**src/sv/thick_segment_corners_defines.svh**
```systemverilog
// Assertion macros for the thick segment corner block.
// Used by the top level only; expects signals clk and rst in scope.
`ifndef THICK_SEGMENT_CORNERS_DEFINES_SVH
`define THICK_SEGMENT_CORNERS_DEFINES_SVH

// Same-cycle implication, disabled during reset
`define TSC_ASSERT_IMP(label, ante, cons) \
  label: assert property (@(posedge clk) disable iff (rst) (ante) |-> (cons)) \
    else $error("thick_segment_corners: check failed");

// Next-cycle implication, disabled during reset
`define TSC_ASSERT_NXT(label, ante, cons) \
  label: assert property (@(posedge clk) disable iff (rst) (ante) |=> (cons)) \
    else $error("thick_segment_corners: check failed");

`endif

```
**src/sv/tsc_isqrt.sv**
```systemverilog
// Pipelined integer square root, one root bit per register stage.
// Standalone; used by thick_segment_corners.
`default_nettype none
module tsc_isqrt #(
  parameter int RW = 25
) (
  input  wire logic            clk,
  input  wire logic            rst,
  input  wire logic            in_vld,
  input  wire logic [2*RW-1:0] op,
  output logic                 out_vld,
  output logic [RW-1:0]        root
);
  localparam int SW = 2 * RW;

  logic [SW-1:0] rem  [1:RW];
  logic [RW-1:0] rt   [1:RW];
  logic          vld  [1:RW];

  // Try one root bit per stage, from the top bit down
  for (genvar j = 0; j < RW; j++) begin : g_stage
    localparam int K = RW - 1 - j;
    logic [SW-1:0] rem_in;
    logic [RW-1:0] rt_in;
    logic          vld_in;
    logic [SW-1:0] trial;

    // Take the operand at the first stage, the previous stage after that
    if (j == 0) begin : g_src
      assign rem_in = op;
      assign rt_in  = '0;
      assign vld_in = in_vld;
    end else begin : g_src
      assign rem_in = rem[j];
      assign rt_in  = rt[j];
      assign vld_in = vld[j];
    end

    assign trial = (SW'(rt_in) << (K + 1)) | (SW'(1) << (2 * K));

    always_ff @(posedge clk) begin
      if (rst) begin
        vld[j+1] <= 1'b0;
      end else begin
        vld[j+1] <= vld_in;
      end
      if (rem_in >= trial) begin
        rem[j+1] <= rem_in - trial;
        rt[j+1]  <= rt_in | (RW'(1) << K);
      end else begin
        rem[j+1] <= rem_in;
        rt[j+1]  <= rt_in;
      end
    end
  end

  assign out_vld = vld[RW];
  assign root    = rt[RW];
endmodule
`default_nettype wire

```
**config.mk**
```make
export PLATFORM = sky130hd
export DESIGN_NAME = tsc_isqrt
export DESIGN_NICKNAME = d
export VERILOG_FILES = /design/src/sv/thick_segment_corners_defines.svh /design/src/sv/tsc_isqrt.sv
export SDC_FILE = /design/constraint.sdc
export NUM_CORES = 2
export LEC_CHECK = 0
export BUFFER_PORTS_ARGS = -buffer_cell sky130_fd_sc_hd__buf_4
export CORE_MARGIN = 2
export CORE_UTILIZATION = 30
export DETAILED_ROUTE_END_ITERATION = 16
export PLACE_DENSITY = 0.52
export SETUP_SLACK_MARGIN = 0.4
export SLEW_MARGIN = 5
export SYNTH_ARGS = -nofsm -noshare
export SYNTH_HDL_FRONTEND = slang
export SYNTH_SLANG_ARGS = --single-unit
```
**constraint.sdc**
```tcl
create_clock -name clk -period 5.5 [get_ports clk]
set_input_delay 1.1 -clock clk [delete_from_list [all_inputs] [get_ports clk]]
set_output_delay 1.1 -clock clk [all_outputs]
set_load 0.01 [all_outputs]
```
# Yosys cells after proc, flatten, opt, wreduce, memory -nomap -nowiden
# Memory sizes are Yosys's and may differ from the RTL's.
# Index checks and enable logic that the tools add are counted.
totals:
  mem_count: 3
  reg_bits: 0
  elab_cells: 281
  out_inout_bits: 26
  input_bits: 53
  mem_bits_rw: 1900
mem_list:
  columns: ["memory", "depth", "width", "rd", "rd_clocked_by_memory_dff", "write_ports", "line_no", "text"]
  rows:
  - ["rem", 25, 50, 24, 0, 25, "tsc_isqrt.sv:16", "logic [SW-1:0] rem [1:RW];"]
  - ["rt", 25, 25, 25, 0, 25, "tsc_isqrt.sv:17", "logic [RW-1:0] rt [1:RW];"]
  - ["vld", 25, 1, 25, 0, 25, "tsc_isqrt.sv:18", "logic vld [1:RW];"]
classes:
  n_bitwise: 75
  muxes: 153
  magnitude_cmp: 25
  add_sub_neg: 25
ops:
  columns: ["cell", "n"]
  rows:
  - ["2-to-1 mux 50 bit", 25]
  - ["2-to-1 mux 25 bit", 25]
  - ["2-to-1 mux 1 bit", 103]
  - ["bitwise OR 1 bit", 75]
  - [">= comparator 50 x 26 -> 1 bit", 1]
  - [">= comparator 50 x 27 -> 1 bit", 1]
  - [">= comparator 50 x 28 -> 1 bit", 1]
  - [">= comparator 50 x 29 -> 1 bit", 1]
  - [">= comparator 50 x 30 -> 1 bit", 1]
  - [">= comparator 50 x 31 -> 1 bit", 1]
  - [">= comparator 50 x 32 -> 1 bit", 1]
  - [">= comparator 50 x 33 -> 1 bit", 1]
  - [">= comparator 50 x 34 -> 1 bit", 1]
  - [">= comparator 50 x 35 -> 1 bit", 1]
  - [">= comparator 50 x 36 -> 1 bit", 1]
  - [">= comparator 50 x 37 -> 1 bit", 1]
  - [">= comparator 50 x 38 -> 1 bit", 1]
  - [">= comparator 50 x 39 -> 1 bit", 1]
  - [">= comparator 50 x 40 -> 1 bit", 1]
  - [">= comparator 50 x 41 -> 1 bit", 1]
  - [">= comparator 50 x 42 -> 1 bit", 1]
  - [">= comparator 50 x 43 -> 1 bit", 1]
  - [">= comparator 50 x 44 -> 1 bit", 1]
  - [">= comparator 50 x 45 -> 1 bit", 1]
  - ["30 further kinds", 30]

# Depth between registers and ports, before layout
# An unclocked memory read counts as a cell.
depth:
  depth_word: 5
  depth_mapped: 14

# Least setup slack after synthesis
# No wires, ideal clock.
synth_path:
  kind: "register to register"
  from: "reg rt[2][99] (netlist name)"
  to: "reg rem[2][249] (netlist name)"
  stages_incl_launch_ff: 13
  setup_slack_ps: 2460
  synth_period_minus_slack_ps: 3040
  path_buffers: 2
  t_arrival_ps: 2912
  cell_sequence: "dfxtp_1 > inv_1 > ha_1 > or3_1 > or4_1 > buf_2 > or4_4 > nor3_1 > a31oi_1 > buf_2 > o311ai_0 > nor3_1 > xor2_1"

==> out/metrics.cfg <==
[setup_path]
arrival_ns = 4.41
cp-end-kind = flop
path_max_fanout = 47
cp-start-kind = flop
required_ns = 6.19
critPathKind = reg2reg

[cts]
clk_latency_ns = 0.82
clkSlewWorstSetupHoldPaths_ns = 0.06
htree_levels = 4
cts_setup_buffers = 0
postCtsHoldBufs = 0
root_buffer = clkbuf_16
cts_buffer_depth = 3
cts_made_buffers = 167
cts_sinks = 1550
post_cts_resized = 0
cts_tree = yes

[global_routing]
grt-ovfl-total = 0
busiest_layer = met2
grt_util_met1 = 0.144
grt_pass1_wl_mm = 221
antenna_found_initial = 1
track_usage = 0.139
grt_max_degree = 48
grt_use_met2 = 0.273
grt_util_met3 = 0.0217
grt_pass1_vias = 41200

[route]
drtIter0Drc = 1860
wl_mm = 140
post-route-drc-count = 0
vias = 40000
drt-wirelength-per-cell_um = 16.2
dr.pass1.iters = 7
via_per_inst = 4.64
ant_nets = 0

[layout]
ff_latch_area_um2 = 31000
diodes = 0
nNetsFinal = 6366
final_cells = 8618
nFillCells = 19400
layout-drive-gt1-share = 0.0772
areaGrowthSynthToFinish_pct = 16.1
multi_input_area_um2 = 25100

[timing]
clock_skew_ns = 0.0621
fmax_ghz = 0.269
rsz0062_at_grt = no
finalHoldViolCount = 0
period_needed_ns = 3.72
fin_crit_sh = 0.677
finalSetupViolCount = 0
worst_pin_slew_ns = 1.25
drv_slew = 0
relSlewSlack = 0.167
fin_tns_setup_ns = 0

[synth]
synth_top_area_cell = dfxtp_1
netlist.area_leader.share = 0.533
synthArstFlopShare = 0
ys_seq_elements = 1550
ys_seq_area_frac = 0.533
synthTopCellsByArea = dfxtp_1, ha_1, xor2_1
synth_edf_count = 0
ys_warn_count = 0
syn_inst = 5794
syn_avg_cell_area_um2 = 10.0
yosysUniqueCellTypes = 85
ys.flop_type = dfxtp_1
syn_area_um2 = 58200
synthesis.nets = 6193

[die]
dieArea_um2 = 197000
row_count = 161
die_w_um = 444
core-area_um2 = 193000
die_y_um = 444
start_util = 0.302
io_pins = 79

[pwr]
ir_drop_uv = 330
p_leak_uw = 0.0302
p_per_area_nw_per_um2 = 535

[job]
maxCapViolations = 0

[place]
dp_hpwl_mm = 110
io_buffers = 78
place_inst = 8324
gp_congestion = 0.877

[min_path]
holdCritPathClass = reg2reg

[status]
status = completed

-- synthesized netlist by cell type, types with 17 or more instances --
cell      count
o21ai_0     245
or3_1        60
nor2b_1      71
nor4_1      205
xnor2_1     250
ha_1        346
dfxtp_1    1550
a21oi_1     368
o21bai_1     25
mux2_2       43
o31ai_1      20
nand2b_1     69
nand4b_1     17
nor4b_1      21
nor2_1      363
and3_1       33
nand4_1      88
nand3_1     114
nand3b_1     22
and2_1       27
or4_1        49
o21a_1       65
a211oi_1     18
o211ai_1     37
a21o_1      119
nor3_1      184
or2_2        17
clkbuf_1     86
a31oi_1      29
inv_1       428
nand2_1     327
xor2_1      270
a21boi_0     17
-- metrics by stage --
step	power (uW)	util	hold slack, ns	setup slack, ns	area (um2)
finish	36100	0.351	0.315	1.78	67600
global route	38300	0.351	0.324	1.52	67600
floorplan	22200	-	0.322	2.46	58200
detailed placement	24900	0.321	0.333	1.67	61800
global placement	24900	0.321	0.333	1.25	61800
CTS	36500	0.351	0.302	1.64	67600
-- flip-flops by register name, summed over array words and instances, names as in the netlist --
name and cells:
rem 1200, rt 325, vld 25
-- cell families (layout without fill, tap and decap cells) --
| family | count (synthesis) | after routing | share of synthesized area |
|---|---|---|---|
| flops | 1550 | 1550 | 0.533 |
| fa+ha+maj | 346 | 346 | 0.0744 |
| compound gates | 1062 | 1062 | 0.113 |
| xor+xnor | 520 | 520 | 0.0783 |
| mux | 53 | 53 | 0.0100 |
| simple gates | 1721 | 1721 | 0.155 |
| buf+inv | 542 | 840 | 0.0361 |
-- layout make-up --
cell class / instances / area share
Inverter: 432 / 0.0240
Tap cell: 2526 / 0.0468
Clock buffer: 231 / 0.0709
Clock inverter: 63 / 0.0150
Multi-Input combinational cell: 3702 / 0.371
Sequential cell: 1550 / 0.459
Timing Repair Buffer: 114 / 0.0127
-- path summary, 6_finish.rpt --
| check | from | end | slack [ns] | depth (start not counted) |
|---|---|---|---|---|
| worst min register to register | rt[1][114]$_DFF_P_ | rt[1][139]$_DFF_P_ | 0.31 | 0 |
| worst max-delay path | rt[2][49]$_DFF_P_ | rem[2][145]$_DFF_P_ | 1.78 | 11 |
| worst max register to register | rt[2][49]$_DFF_P_ | rem[2][145]$_DFF_P_ | 1.78 | 11 |
| worst min-delay path | rt[1][114]$_DFF_P_ | rt[1][139]$_DFF_P_ | 0.31 | 0 |
-- power by group --
group	leakage [uW]	total (uW)	switching, uW	internal (uW)
Clock	0.00282	11400	4630	6810
Sequential	0.0130	15800	2020	13800
Combinational	0.0144	8860	4910	3940
-- cells in the final DEF (no fill, tap or decap), types with 69 or more instances in the layout --
cell type | Yosys | layout
a21oi_1 | 368 | 368
buf_4 | 0 | 114
nor2_1 | 363 | 362
nand2_1 | 327 | 327
a21o_1 | 119 | 119
nor4_1 | 205 | 204
nor3_1 | 184 | 184
nor2b_1 | 71 | 71
xor2_1 | 270 | 270
nand4_1 | 88 | 88
ha_1 | 346 | 346
clkbuf_16 | 0 | 168
o21ai_0 | 245 | 245
nand2b_1 | 69 | 69
xnor2_1 | 250 | 250
inv_1 | 428 | 428
nand3_1 | 114 | 114
dfxtp_1 | 1550 | 1550
-- metal layers --
metal  up-vias  part of all wire
li1      20500                 -
met1     18600              0.40
met2       568              0.54
met3       298             0.027
met4         0             0.040
met5         -                 0
-- worst max-delay path, cell delays in order, from the launching register on --
cell and delay, ns:
dfxtp_1 0.35, inv_1 0.05, ha_1 0.40, nor4b_1 0.35, and2_1 0.43, nand3_1 0.19
nor4_2 0.67, nor4_2 0.15, o211ai_1 0.12, buf_4 0.45, nor3b_1 0.29, xor2_1 0.19
No activity file was read; power rests on OpenSTA's default activity.
