File: src/sv/thick_segment_corners_defines.svh
// Assertion macros for the thick segment corner block.
// Used by the top level only; expects signals clk and rst in scope.
`ifndef THICK_SEGMENT_CORNERS_DEFINES_SVH
`define THICK_SEGMENT_CORNERS_DEFINES_SVH

// Same-cycle implication, disabled during reset
`define TSC_ASSERT_IMP(label, ante, cons) \
  label: assert property (@(posedge clk) disable iff (rst) (ante) |-> (cons)) \
    else $error("thick_segment_corners: check failed");

// Next-cycle implication, disabled during reset
`define TSC_ASSERT_NXT(label, ante, cons) \
  label: assert property (@(posedge clk) disable iff (rst) (ante) |=> (cons)) \
    else $error("thick_segment_corners: check failed");

`endif

File: src/sv/tsc_div.sv
// Pipelined restoring divider, one quotient bit per register stage.
// Standalone; the quotient must fit in QW bits. Used by thick_segment_corners.
`default_nettype none
module tsc_div #(
  parameter int NW = 42,
  parameter int DW = 26,
  parameter int QW = 15
) (
  input  wire logic          clk,
  input  wire logic          rst,
  input  wire logic          in_vld,
  input  wire logic [NW-1:0] num,
  input  wire logic [DW-1:0] den,
  output logic               out_vld,
  output logic [QW-1:0]      quo
);
  localparam int EW = (NW > DW + QW) ? NW : DW + QW;

  logic [EW-1:0] rem [1:QW];
  logic [DW-1:0] dv  [1:QW];
  logic [QW-1:0] q   [1:QW];
  logic          vld [1:QW];

  // Subtract the shifted divisor where it fits, top quotient bit first
  for (genvar j = 0; j < QW; j++) begin : g_stage
    localparam int I = QW - 1 - j;
    logic [EW-1:0] rem_in;
    logic [DW-1:0] dv_in;
    logic [QW-1:0] q_in;
    logic          vld_in;
    logic [EW-1:0] dsh;

    // Take the operands at the first stage, the previous stage after that
    if (j == 0) begin : g_src
      assign rem_in = EW'(num);
      assign dv_in  = den;
      assign q_in   = '0;
      assign vld_in = in_vld;
    end else begin : g_src
      assign rem_in = rem[j];
      assign dv_in  = dv[j];
      assign q_in   = q[j];
      assign vld_in = vld[j];
    end

    assign dsh = EW'(dv_in) << I;

    always_ff @(posedge clk) begin
      if (rst) begin
        vld[j+1] <= 1'b0;
      end else begin
        vld[j+1] <= vld_in;
      end
      dv[j+1] <= dv_in;
      if (rem_in >= dsh) begin
        rem[j+1] <= rem_in - dsh;
        q[j+1]   <= q_in | (QW'(1) << I);
      end else begin
        rem[j+1] <= rem_in;
        q[j+1]   <= q_in;
      end
    end
  end

  assign out_vld = vld[QW];
  assign quo     = q[QW];
endmodule
`default_nettype wire

File: config.mk
export PLATFORM = sky130hd
export DESIGN_NAME = tsc_div
export DESIGN_NICKNAME = d
export VERILOG_FILES = /design/src/sv/thick_segment_corners_defines.svh /design/src/sv/tsc_div.sv
export SDC_FILE = /design/constraint.sdc
export NUM_CORES = 2
export LEC_CHECK = 0
export BUFFER_PORTS_ARGS = -buffer_cell sky130_fd_sc_hd__buf_2
export CELL_PAD_IN_SITES_DETAIL_PLACEMENT = 1
export CELL_PAD_IN_SITES_GLOBAL_PLACEMENT = 2
export CORE_MARGIN = 1.5
export CORE_UTILIZATION = 36
export CTS_CLUSTER_DIAMETER = 200
export DETAILED_ROUTE_END_ITERATION = 8
export PLACE_DENSITY_LB_ADDON = 0.08
export SYNTH_ARGS = -nofsm -noshare
export SYNTH_HDL_FRONTEND = slang
export SYNTH_SLANG_ARGS = --single-unit
File: constraint.sdc
create_clock -name clk -period 3.1 [get_ports clk]
set_input_delay 0.155 -clock clk [delete_from_list [all_inputs] [get_ports clk]]
set_output_delay 0.155 -clock clk [all_outputs]
set_load 0.03 [all_outputs]
==> Word-level counts from Yosys, hierarchy flattened <==
Memories as Yosys holds them, arrays and structs flattened.
Cells that the tools add are included.
{ "classes": {"addsub": 15, "multipliers": 0, "n_div": 0, "magnitude_cmp": 15, "eq_ne": 0, "shift": 0, "muxes": 93, "bitwise_logic": 45, "reduce_logical": 0} }
{ "op_table": {"columns": ["operator", "count"], "rows": [
  ["$mux W42", 15],
  ["$mux W15", 15],
  ["$mux W1", 63],
  ["$or A1 B1 Y1", 45],
  ["$ge A42 B26 Y1", 1],
  ["$ge A42 B27 Y1", 1],
  ["$ge A42 B28 Y1", 1],
  ["$ge A42 B29 Y1", 1],
  ["$ge A42 B30 Y1", 1],
  ["$ge A42 B31 Y1", 1],
  ["$ge A42 B32 Y1", 1],
  ["$ge A42 B33 Y1", 1],
  ["$ge A42 B34 Y1", 1],
  ["$ge A42 B35 Y1", 1],
  ["$ge A42 B36 Y1", 1],
  ["$ge A42 B37 Y1", 1],
  ["$ge A42 B38 Y1", 1],
  ["$ge A42 B39 Y1", 1],
  ["$ge A42 B40 Y1", 1],
  ["$sub A42 B26 Y42", 1],
  ["$sub A42 B27 Y42", 1],
  ["$sub A42 B28 Y42", 1],
  ["$sub A42 B29 Y42", 1],
  ["$sub A42 B30 Y42", 1],
  ["other kinds (10)", 10]
]} }
{ "totals": {"regBits": 0, "latch_bits": 0, "ram_bits": 1260, "mem_bits_ro": 0, "in_bits": 71, "n_memories": 4} }
{ "mem_list": {"columns": ["memory", "depth", "width", "rd", "rd_ports_with_merged_regs", "wr", "line_no", "rtl"], "rows": [
  ["rem", 15, 42, 14, 0, 15, "tsc_div.sv:19", "logic [EW-1:0] rem [1:QW];"],
  ["dv", 15, 26, 14, 0, 15, "tsc_div.sv:20", "logic [DW-1:0] dv [1:QW];"],
  ["q", 15, 15, 15, 0, 15, "tsc_div.sv:21", "logic [QW-1:0] q [1:QW];"],
  ["vld", 15, 1, 15, 0, 15, "tsc_div.sv:22", "logic vld [1:QW];"]
]} }

==> Longest topological paths before layout <==
An unclocked memory read counts as a cell.
{ "logic_depth": {"ltp_word": 5, "depth_mapped": 16, "ltp_nobuf": 15} }

==> Least setup slack after synthesis <==
OpenSTA, ideal clock, no wires.
{ "synth_timing": {"path_type": "register to register", "start": "memory rem[7][7] in the netlist's numbering", "end": "memory rem[8][39] in the netlist's numbering", "setup_ns": 0.139, "arrival_ns": 3.246, "required_time_ns": 2.961, "path_slack_ns": -0.285, "path_stages_with_launch": 15, "cell_sequence": "dfxtp_1 -> inv_1 -> ha_1 -> inv_1 -> fa_1 -> a21o_1 -> a21o_1 -> a2111oi_2 -> o21ai_1 -> a2111oi_0 -> nor2_1 -> a21oi_1 -> nor3_1 -> a2111oi_1 -> xor2_1"} }
{ "synth_lines": {"columns": ["item", "line_no"], "rows": [
  ["start, declared", "tsc_div.sv:19"]
]} }

==> impl_metrics.toml <==
[sta]
max_freq_ghz = 0.304
tightest_slew_ps = 825
fin_skew_ps = 32.4
fin_crit_sh_pct = 106
setup_slack_ps = -188
period_minus_slack_ps = 3290
relSlewSlack_pct = 44.5
slew_violations = 0
final-hold-violation-count = 0
rsz0062_at_grt = "true"
setup_viol = 106

[yosys]
synthesis.nets = 5768
ys_types = 87
syn-instance-count = 5293
yosysTopAreaCellShare_pct = 44.8
synthMuxAreaShare_pct = 1.49
synth_compound_area_share_pct = 17.2
synth_enable_flop_cells = 0
ys_ff_latch = 1087
synth_top_family_by_area = "compound AO/OA/AOI/OAI gates"
ys_seq_area_share_pct = 44.8
synthSimpleGateAreaFrac_pct = 13.5
synth_xor_area_share_pct = 7.43
synth.area.top_cells = "dfxtp_1 (45%), ha_1 (10%), a21oi_1 (4.4%)"
synth-main-ff-cell = "dfxtp_1"
synth_area_leader_cell = "dfxtp_1"
async_reset_ff_share_pct = 0
synth_fa_ha_area_share_pct = 10.6
syn_avg_cell_area_um2 = 9.18
synth_warnings = 0
synthesis.area_mm2 = 0.0486

[setup_path]
reg2reg_depth = 14
ff2ff_setup_slack_ps = -190
cp_max_fo = 6
worstSetupPathDepth = 14
start_kind = "flop"
path_buf_inv = 4
worstPathArrival_ps = 3950
r2r-start = "rem[12][2]"
path_class = "reg -> reg"
cp_slowest_cell = "a2111oi_4"
path_cells = "inv_2 > ha_4 > inv_2 > fa_2 > a211oi_4 > o21ai_4 > a2111oi_4 > o21ai_2 > a31oi_1 > buf_4 > o211ai_1 > a211oi_4 > buf_6 > mux2_4"
worst-endpoint-required_ps = 3760
crit_start = "rem[12][2]"
path_delay_family = "compound AO/OA/AOI/OAI gates"
end_kind = "flop"
r2r_end = "rem[13][3]"
slowest_delay_ps = 400

[min_path]
hold-path-cell-count = 2
hold_start = "den[16]"
min_to = "dv[1][16]"
hold_class = "in -> reg"

[clocking]
clkLatencyLatePin_ps = 770
cts_tree = "yes"
h-tree-depth = 4
clk_path_buf_depth = 3
cts.clk_slew.worst_paths_ps = 60
cts_made_buffers = 130
clkSinkCount = 1087
ctsRootBufferMaster = "clkbuf_16"

[final_layout]
final_cells = 8364
syn_to_final_growth_pct = 38.5
drive_gt1_share_pct = 28.1
final_nets = 6968

[routing]
via_count = 40800
wl_um = 143000
vias_per_cell = 4.88
drt_pass1_iterations = 7
drt_iter0_markers = 1121
post-route-drc-count = 1
final_antenna_net_count = 0
routedWlPerCell_um = 17.2

[power_and_ir_drop]
vdd_ir_drop_max_v = 0.000496
leakage_nw = 30.5
cellPowerDensity_mw_per_mm2 = 1060
fin_total_pwr_mw = 71.1

[global_route]
grt_pass1_wl_um = 225000
grt_pass1_vias = 44600
track_usage_pct = 20.7
grt_antenna_before_repair = 1
grt_max_degree = 51
overflow = 0

[run_status]
violations = "design-rule violations, negative setup slack"
status = "finished with violations"

[floorplan]
io_pins = 87
dieHeight_um = 370
rows = 134
start_util_pct = 36.4
dieArea_mm2 = 0.137
die_w_um = 370
core_area_mm2 = 0.134

[placement]
place_congestion = 0.919
hpwl_um = 111000
pre_cts_slack_ps = -539
dp_cells = 7923
portBuffers = 86

[flow_run]
drv_cap = 0
## layer usage
metal  track usage [%]  up-vias  part of all wire [%]
li1                  -    20700                     -
met1              18.3    19300                    35
met2              42.6      469                    57
met3              2.75      330                   2.0
met4              13.4        0                   6.6
met5                 0        -                     0
## worst register-to-register path, delay by kind of cell, from the launching register on
kind,cells,cell delay [ps]
muxes,1,320
DFF,1,320
AOI/OAI and AO/OA,7,1580
buffers and inverters,4,460
adders and majority gates,2,490
## synthesized netlist by cell type (8+ instances only)
master,count
a2111oi_0,13
a211o_1,10
a211oi_1,46
a21boi_0,15
a21o_1,178
a21oi_1,427
a221o_1,12
a31oi_1,31
a41oi_1,8
and2_1,24
and3_1,25
clkbuf_1,108
dfxtp_1,1087
fa_1,14
ha_1,390
inv_1,506
mux2_2,61
nand2_1,404
nand2b_1,62
nand3_1,83
nand3b_1,10
nand4_1,73
nand4b_1,15
nor2_1,337
nor2b_1,60
nor3_1,99
nor4_1,44
nor4b_1,15
o211ai_1,21
o21a_1,48
o21ai_0,339
o21ai_1,21
o21bai_1,42
o221ai_1,9
o31a_1,13
o31ai_1,36
or2_2,19
or3_1,30
or4_1,15
xnor2_1,232
xor2_1,180
## worst max-delay path by stage
stage | to | slack (ps)
after floorplan | rem[8][39] | -60
after global placement | rem[11][37] | -530
after detailed placement | rem[11][37] | -540
after CTS | rem[5][39] | -180
after global routing | rem[5][39] | -290
final | rem[13][3] | -190
## metrics by stage
stage / utilization (%) / area, um^2 / TNS [ps] / hold WS (ps)
detailed placement: 43.2 / 57800 / -95470 / 277
CTS: 49.1 / 65700 / -8190 / 1.32
finish: 50.4 / 67300 / -9850 / 79.2
global route: 50.4 / 67300 / -24740 / 33.0
global placement: 43.2 / 57800 / -73950 / 273
floorplan: - / 48700 / -63.2 / 183
## registers in the layout, indices dropped and copies added (netlist names)
signal and cells:
dv 364, rem 588, q 120, vld 15
## cell type report
| type | instances | area [um^2] |
|---|---|---|
| timing repair buffer | 1191 | 9580 |
| antenna | 5 | 12.5 |
| sequential | 1087 | 21800 |
| clock buffer | 182 | 3780 |
| multi-input combinational | 3575 | 27100 |
| inverter | 508 | 1920 |
| fill | 14900 | 66300 |
| clock inverter | 48 | 832 |
| tap | 1768 | 2210 |
## report_power, final
group / switching [mW] / internal [mW] / leakage [nW] / total [mW]
Combinational: 17.1 / 17.3 / 19.1 / 34.4
Clock: 6.26 / 9.65 / 2.26 / 15.9
Sequential: 2.83 / 18.0 / 9.13 / 20.8
## timing repair
item,4_1_cts,5_1_grt
cloned,6,4
hold buffers,108,0
resized for setup,406,306
endpoints found under the hold margin,83,0
buffers inserted,59,42
setup endpoints to repair,422,356
pin swaps,163,172
## cell families (layout without fill, tap and decap cells)
| logic type | after synthesis | after routing |
|---|---|---|
| AOI/OAI and AO/OA | 1345 | 1345 |
| xor gates and xnor gates | 412 | 412 |
| adders and majority gates | 404 | 404 |
| buffers and inverters | 631 | 1929 |
| DFF | 1087 | 1087 |
| muxes | 64 | 64 |
| other | 0 | 5 |
| and+or+nand+nor | 1350 | 1350 |
## layout by cell type (no fill, tap or decap), types with 31 or more instances in the layout
master / netlist / final
dfxtp_1: 1087 / 1034
buf_4: 0 / 922
inv_1: 506 / 478
a21oi_1: 427 / 385
nand2_1: 404 / 372
ha_1: 390 / 343
nor2_1: 337 / 293
o21ai_0: 339 / 273
xnor2_1: 232 / 224
xor2_1: 180 / 179
a21o_1: 178 / 177
clkbuf_16: 0 / 133
dlygate4sd3_1: 0 / 108
buf_2: 3 / 86
nor3_1: 99 / 82
nand3_1: 83 / 74
nand4_1: 73 / 73
nand2b_1: 62 / 61
mux2_2: 61 / 57
dfxtp_2: 0 / 53
nor2b_1: 60 / 51
o21ai_1: 21 / 51
o21a_1: 48 / 45
ha_4: 0 / 42
o21bai_1: 42 / 41
buf_6: 5 / 38
a211oi_1: 46 / 33
clkbuf_8: 0 / 33
nor4_1: 44 / 32
o21ai_2: 1 / 31
No activity file was read; power rests on OpenSTA's default activity.
